### config.mk
export PLATFORM = sky130hd
export DESIGN_NAME = pslm_ctrl
export DESIGN_NICKNAME = d
export VERILOG_FILES = /design/src/hw/rtl/pslm_pkg.sv /design/src/hw/rtl/pslm_ctrl.sv
export SDC_FILE = /design/constraint.sdc
export NUM_CORES = 1
export LEC_CHECK = 0
export ABC_AREA = 1
export BUFFER_PORTS_ARGS = -buffer_cell sky130_fd_sc_hd__buf_2
export CORE_UTILIZATION = 48
export CTS_CLUSTER_SIZE = 25
export DETAILED_ROUTE_END_ITERATION = 16
export PLACE_DENSITY = 0.78
export SLEW_MARGIN = 20
export SYNTH_ARGS = -nofsm -noshare
export SYNTH_HDL_FRONTEND = slang
export SYNTH_SLANG_ARGS = --single-unit
### constraint.sdc
create_clock -name i_clk -period 1.7 [get_ports i_clk]
set_clock_uncertainty 0.1 [all_clocks]
set_input_delay 0.255 -clock i_clk [delete_from_list [all_inputs] [get_ports i_clk]]
set_output_delay 0.255 -clock i_clk [all_outputs]
set_load 0.03 [all_outputs]
### src/hw/rtl/pslm_pkg.sv
// Shared types and constants of the page slot list manager.
// Used by the interfaces, the controller, the datapath, the top level and the checker.
package pslm_pkg;

    localparam int unsigned MAX_SLOTS = 512;
    localparam int unsigned SLOT_W    = 10;
    localparam int unsigned ADDR_W    = $clog2(MAX_SLOTS);
    localparam int unsigned RB_W      = 12;
    localparam int unsigned OFF_W     = 23;
    localparam int unsigned PROD_W    = ADDR_W + RB_W;
    localparam int unsigned CFG_W     = 12;
    localparam int unsigned CFG_IDX_W = 1;
    localparam int unsigned KIND_W    = 2;
    localparam int unsigned STATUS_W  = 2;

    localparam logic [SLOT_W-1:0] NULL_SLOT    = SLOT_W'(MAX_SLOTS);
    localparam logic [SLOT_W-1:0] CNT_MAX      = '1;
    localparam logic [OFF_W-1:0]  HEADER_BYTES = OFF_W'(32);
    localparam logic [SLOT_W-1:0] SLOT_COUNT_RESET   = SLOT_W'(512);
    localparam logic [RB_W-1:0]   RECORD_BYTES_RESET = RB_W'(9);

    typedef enum logic [KIND_W-1:0] {
        K_FORMAT = 2'd0,
        K_INSERT = 2'd1,
        K_ERASE  = 2'd2,
        K_QUERY  = 2'd3
    } t_kind;

    typedef enum logic [STATUS_W-1:0] {
        ST_OK        = 2'd0,
        ST_FULL      = 2'd1,
        ST_NOT_FOUND = 2'd2
    } t_status;

    typedef enum logic [CFG_IDX_W-1:0] {
        CFG_SLOT_COUNT   = 1'b0,
        CFG_RECORD_BYTES = 1'b1
    } t_cfg_idx;

    // Commands from the controller to the datapath.
    typedef struct packed {
        logic load;
        logic fmt_step;
        logic fmt_end;
        logic rd_free;
        logic ins_upd;
        logic set_full;
        logic rd_cur;
        logic walk_adv;
        logic ers_nxt;
        logic ers_fix;
        logic ers_free;
        logic set_nf;
        logic rd_slot;
        logic qry_link;
        logic qry_head;
        logic mul;
        logic out_load;
    } t_cmd;

    // Status from the datapath to the controller.
    typedef struct packed {
        logic fmt_zero;
        logic fmt_last;
        logic free_empty;
        logic cur_null;
        logic cur_hit;
        logic steps_over;
        logic slot_in;
        logic slot_null;
        logic out_free;
    } t_sts;

endpackage

### src/hw/rtl/pslm_ctrl.sv
// Controller state machine of the page slot list manager.
// Depends on pslm_pkg; drives the datapath through t_cmd and reads t_sts.
module pslm_ctrl
    import pslm_pkg::*;
(
    input  logic              i_clk,
    input  logic              i_rst_n,
    input  logic              i_req_valid,
    input  logic [KIND_W-1:0] i_req_kind,
    input  t_sts              i_sts,
    output t_cmd              o_cmd,
    output logic              o_req_ready
);

    typedef enum logic [10:0] {
        S_IDLE     = 11'b000_0000_0001,
        S_FMT      = 11'b000_0000_0010,
        S_INS      = 11'b000_0000_0100,
        S_ERS_CHK  = 11'b000_0000_1000,
        S_ERS_RD   = 11'b000_0001_0000,
        S_ERS_NXT  = 11'b000_0010_0000,
        S_ERS_FIX  = 11'b000_0100_0000,
        S_ERS_FREE = 11'b000_1000_0000,
        S_QRY      = 11'b001_0000_0000,
        S_MUL      = 11'b010_0000_0000,
        S_DONE     = 11'b100_0000_0000
    } t_state;

    t_state r_state;
    t_state n_state;
    t_cmd   cmd;

    always_comb begin
        n_state = r_state;
        cmd     = '0;
        case (r_state)
            S_IDLE: begin
                if (i_req_valid) begin
                    cmd.load = 1'b1;
                    case (t_kind'(i_req_kind))
                        K_FORMAT: n_state = S_FMT;
                        K_INSERT: begin
                            cmd.rd_free = 1'b1;
                            n_state     = S_INS;
                        end
                        K_ERASE:  n_state = S_ERS_CHK;
                        K_QUERY: begin
                            cmd.rd_slot = 1'b1;
                            n_state     = S_QRY;
                        end
                        default:  n_state = S_IDLE;
                    endcase
                end
            end
            S_FMT: begin
                if (i_sts.fmt_zero) begin
                    cmd.fmt_end = 1'b1;
                    n_state     = S_DONE;
                end else begin
                    cmd.fmt_step = 1'b1;
                    if (i_sts.fmt_last) begin
                        cmd.fmt_end = 1'b1;
                        n_state     = S_DONE;
                    end
                end
            end
            S_INS: begin
                if (i_sts.free_empty) begin
                    cmd.set_full = 1'b1;
                    n_state      = S_DONE;
                end else begin
                    cmd.ins_upd = 1'b1;
                    n_state     = S_MUL;
                end
            end
            S_ERS_CHK: begin
                if (!i_sts.slot_in || i_sts.cur_null || i_sts.steps_over) begin
                    cmd.set_nf = 1'b1;
                    n_state    = S_DONE;
                end else begin
                    cmd.rd_cur = 1'b1;
                    n_state    = i_sts.cur_hit ? S_ERS_NXT : S_ERS_RD;
                end
            end
            S_ERS_RD: begin
                cmd.walk_adv = 1'b1;
                n_state      = S_ERS_CHK;
            end
            S_ERS_NXT: begin
                cmd.ers_nxt = 1'b1;
                n_state     = S_ERS_FIX;
            end
            S_ERS_FIX: begin
                cmd.ers_fix = 1'b1;
                n_state     = S_ERS_FREE;
            end
            S_ERS_FREE: begin
                cmd.ers_free = 1'b1;
                n_state      = S_MUL;
            end
            S_QRY: begin
                if (i_sts.slot_in) begin
                    cmd.qry_link = 1'b1;
                    n_state      = S_MUL;
                end else if (i_sts.slot_null) begin
                    cmd.qry_head = 1'b1;
                    n_state      = S_DONE;
                end else begin
                    cmd.set_nf = 1'b1;
                    n_state    = S_DONE;
                end
            end
            S_MUL: begin
                cmd.mul = 1'b1;
                n_state = S_DONE;
            end
            S_DONE: begin
                if (i_sts.out_free) begin
                    cmd.out_load = 1'b1;
                    n_state      = S_IDLE;
                end
            end
            default: n_state = S_IDLE;
        endcase
    end

    always_ff @(posedge i_clk) begin
        if (!i_rst_n) begin
            r_state <= S_IDLE;
        end else begin
            r_state <= n_state;
        end
    end

    assign o_cmd       = cmd;
    assign o_req_ready = (r_state == S_IDLE);

endmodule

# == Yosys cells after proc, flatten, opt, wreduce, memory -nomap -nowiden ==
# Index checks and enable logic that the tools add are counted.
# op_classes
n_eq_ne,17
mux,42
reduce_logical,5
# op_table
op,n
$pmux 11 s11,1
$mux 11,7
$pmux 11 s4,1
$mux 1,28
$eq 11x1->1 const B,1
$eq 11x10->1 const B,1
$eq 11x11->1 const B,1
$eq 11x2->1 const B,1
$eq 11x3->1 const B,1
$eq 11x4->1 const B,1
$eq 11x5->1 const B,1
$eq 11x6->1 const B,1
$eq 11x7->1 const B,1
$eq 11x8->1 const B,1
$eq 11x9->1 const B,1
$mux 2,3
$mux 6,1
$eq 2x2->1 const B,2
$ne 2x2->1 const B,2
$ne 3x3->1 const B,1
$reduce_and 3->1,1
$eq 2x1->1 const B,1
$logic_not 2->1,1
$logic_or 1x1->1,2
2 further kinds,2
# totals
reg_bits,11
in_bits,14
output_inout_bits,18
word_cells,65

# == Logic depth before layout (Yosys ltp) ==
# logic_depth
depth_word,5
depth_mapped,9
depth_no_buf,9

# == Worst setup path before layout ==
# Ideal clock, no wire load.
# synth_path
path_kind,register to output
from,reg r_state[6]
to,out o_cmd[13] (netlist name)
arrival_time_ns,1.560
required_time_ns,1.345
path_slack_ns,-0.215
stages_incl_launch_ff,8
path_buffers,0
cell_sequence,dfxtp_1 nor2_2 nand2_4 nor2_8 nand2_4 nor2_4 nand2_2 nor2_1
# synth_rtl
element,line_no,text
from (decl),pslm_ctrl.sv:29,t_state r_state;
from (signal assigned),pslm_ctrl.sv:131,r_state <= n_state;
to (decl),pslm_ctrl.sv:11,"output t_cmd o_cmd,"

==> flow_metrics.py <==
metrics = {
    "clock_tree": {
        "cts_buffer_depth": 2,
        "htreeDepth": 1,
        "cts_hold_buf": 0,
        "clock-sinks": 11,
        "cts_root_buf": "clkbuf_4",
        "clock_latency_ps": 270,
        "clk_pin_slew_ps": 80,
        "cts_made_buffers": 3,
        "cts_tree": "yes",
    },
    "sta": {
        "rsz0062_at_grt": "yes",
        "slew_violations": 0,
        "setup_violations": 18,
        "fin_crit_sh_pct": 110,
        "max_freq_mhz": 536,
        "max-slew-margin-rel_pct": 77.5,
        "post-route-min-period_ps": 1860,
        "final_hold_viol_count": 0,
        "post-route-worst-setup-slack_ps": -164,
        "worst_pin_slew_ps": 335,
    },
    "synthesis": {
        "synth_fp_nets": 158,
        "synth.area.top_cells": "dfxtp_1 (25%), inv_1 (15%), nand2_1 (14%)",
        "synthMuxAreaShare_pct": 0,
        "syn_area_um2": 877,
        "synth.most_common_cell": "inv_1",
        "synth_top_family_by_area": "simple AND/OR/NAND/NOR gates",
        "synth.distinct_cells": 21,
        "synthCells": 144,
        "ys_async_sr_fraction_pct": 0,
        "synth-seq-area-share_pct": 25.1,
        "yosys-top-cells-count": "inv_1 (34), nand2_1 (33), nor2_1 (25)",
        "yosysTopAreaCellShare_pct": 25.1,
        "postSynthAreaPerCell_um2": 6.09,
        "synth_compound_area_share_pct": 2.85,
        "synthSimpleGateAreaFrac_pct": 57.1,
        "synth_xor_area_share_pct": 0,
        "synthAdderAreaFrac_pct": 0,
        "yosysTopAreaCell": "dfxtp_1",
        "synth_edf_count": 0,
        "ys_seq_elements": 11,
        "synthFlopType": "dfxtp_1",
        "yosys_warnings": 0,
    },
    "global_routing": {
        "grt_max_degree": 9,
        "grtUsageTotal_pct": 24.9,
        "grt_pass1_wl_um": 3620,
        "grt_pass1_vias": 877,
        "antenna_found_initial": 0,
        "overflow": 0,
    },
    "detailed_routing": {
        "routed_wirelength_um": 2710,
        "drt_iter0_drc": 28,
        "wl_per_cell_um": 12.4,
        "dr_wl_met3_um": 118,
        "drc": 3,
        "top_layer": "met4",
        "met2_length_um": 1470,
        "wl_met1_um": 1070,
        "drt_first_pass_iters": 10,
        "viasPerCell": 4.87,
        "vias": 1066,
        "ant_nets": 0,
    },
    "setup_path": {
        "setup.worst_path.start_class": "flip-flop",
        "cp.arrival_ps": 1510,
        "crit_type": "reg2out",
        "path_max_fanout": 4,
        "cp_data_required_time_ps": 1340,
        "endpoint_kind": "primary output",
    },
    "hold_path": {
        "hp-class": "in2reg",
    },
    "die": {
        "dieArea_mm2": 0.00200,
        "core_mm2": 0.00173,
        "die_y_um": 44.7,
        "die_width_um": 44.7,
        "rows": 15,
        "start_util_pct": 50.8,
        "io_pins": 32,
    },
    "layout": {
        "largest_reg_flops": 11,
        "final_cells": 219,
        "area_delta_synth_final_pct": 60.6,
        "final_util_pct": 81.6,
        "top_regs": "r_state: 11 flops",
        "finalNetCount": 209,
        "fillers": 122,
        "top_register": "r_state",
        "diodes": 0,
        "fin_area_mm2": 0.00141,
        "drive_above_1_share_pct": 50.0,
    },
    "status": {
        "status": "finished with violations",
        "failed_checks": "DRC, setup timing",
    },
    "placement": {
        "place_area_mm2": 0.00108,
        "io_buffers": 31,
        "place_hpwl_um": 1660,
        "dp_cells": 202,
        "routabilityCongestion": 0.854,
    },
    "power_and_ir_drop": {
        "irDropWorstVdd_mv": 0.680,
        "p_per_area_mw_per_mm2": 840,
        "power.total_mw": 1.18,
        "cellLeakagePower_nw": 0.778,
    },
    "flow_run": {
        "cap_violations": 0,
    },
}
layout by cell type (no fill, tap or decap), types with 5 or more instances in the layout:
master	instances
buf_2	17
buf_4	18
buf_6	11
dfxtp_1	5
inv_1	32
nand2_1	28
nand2_4	6
nand3_1	5
nor2_1	15
nor2_2	7
nor2_4	12
power by group:
part	internal (mW)	leakage [nW]	switching, mW	total, mW
Sequential	0.281	0.0920	0.0266	0.307
Combinational	0.308	0.671	0.379	0.688
Clock	0.0909	0.0150	0.0980	0.189
Total	0.680	0.778	0.504	1.18
routing by layer:
metal  vias to the layer above  track usage [%]
li1                        530                -
met1                       499             28.4
met2                        33             45.6
met3                         4             4.00
met4                         0             10.9
met5                         -                0
kinds of logic (layout without fill, tap and decap cells):
| logic type | count (synthesis) | count (layout) |
|---|---|---|
| DFF | 11 | 11 |
| AOI/OAI and AO/OA | 5 | 5 |
| buffers and inverters | 35 | 85 |
| and+or+nand+nor | 93 | 93 |
critical path, cell delays in order (launching register included):
cell	delay, ps
dfxtp_4	360
nor2_4	120
nand2_4	80
nor2_8	140
buf_4	140
nand3_1	100
o21ai_1	120
buf_4	180
timing repair:
| action | 4_1_cts | 5_1_grt |
|---|---|---|
| buffers inserted | 5 | 8 |
| pin swaps | 8 | 12 |
| endpoints found under the setup margin | 18 | 19 |
| resized for setup | 38 | 27 |
final cells by class:
type	instances	area, µm²	area share [%]
Clock buffer	4	26.3	1.87
Sequential cell	11	233	16.5
Inverter	35	131	9.33
Multi-Input combinational cell	98	643	45.6
Timing Repair Buffer	46	344	24.4
Tap cell	25	31.3	2.22
stage by stage:
step                setup TNS, ps  worst slack (ps)  hold WS (ps)
finish                      -1310              -164          50.4
global route                -2330              -222          55.5
CTS                         -1270              -145          60.4
detailed placement              0              54.1           351
global placement                0              83.9           338
floorplan                    -186             -93.1           225
worst paths after layout:
check	slack, ps	endpoint	depth (start not counted)	startpoint
setup / recovery	-160	o_cmd[5]	7	r_state[10]
setup reg to reg	130	r_state[9]	10	r_state[10]
hold / removal	50	r_state[4]	2	i_sts[4]
hold reg to reg	550	r_state[6]	4	r_state[5]
(Power assumes the default switching activity.)
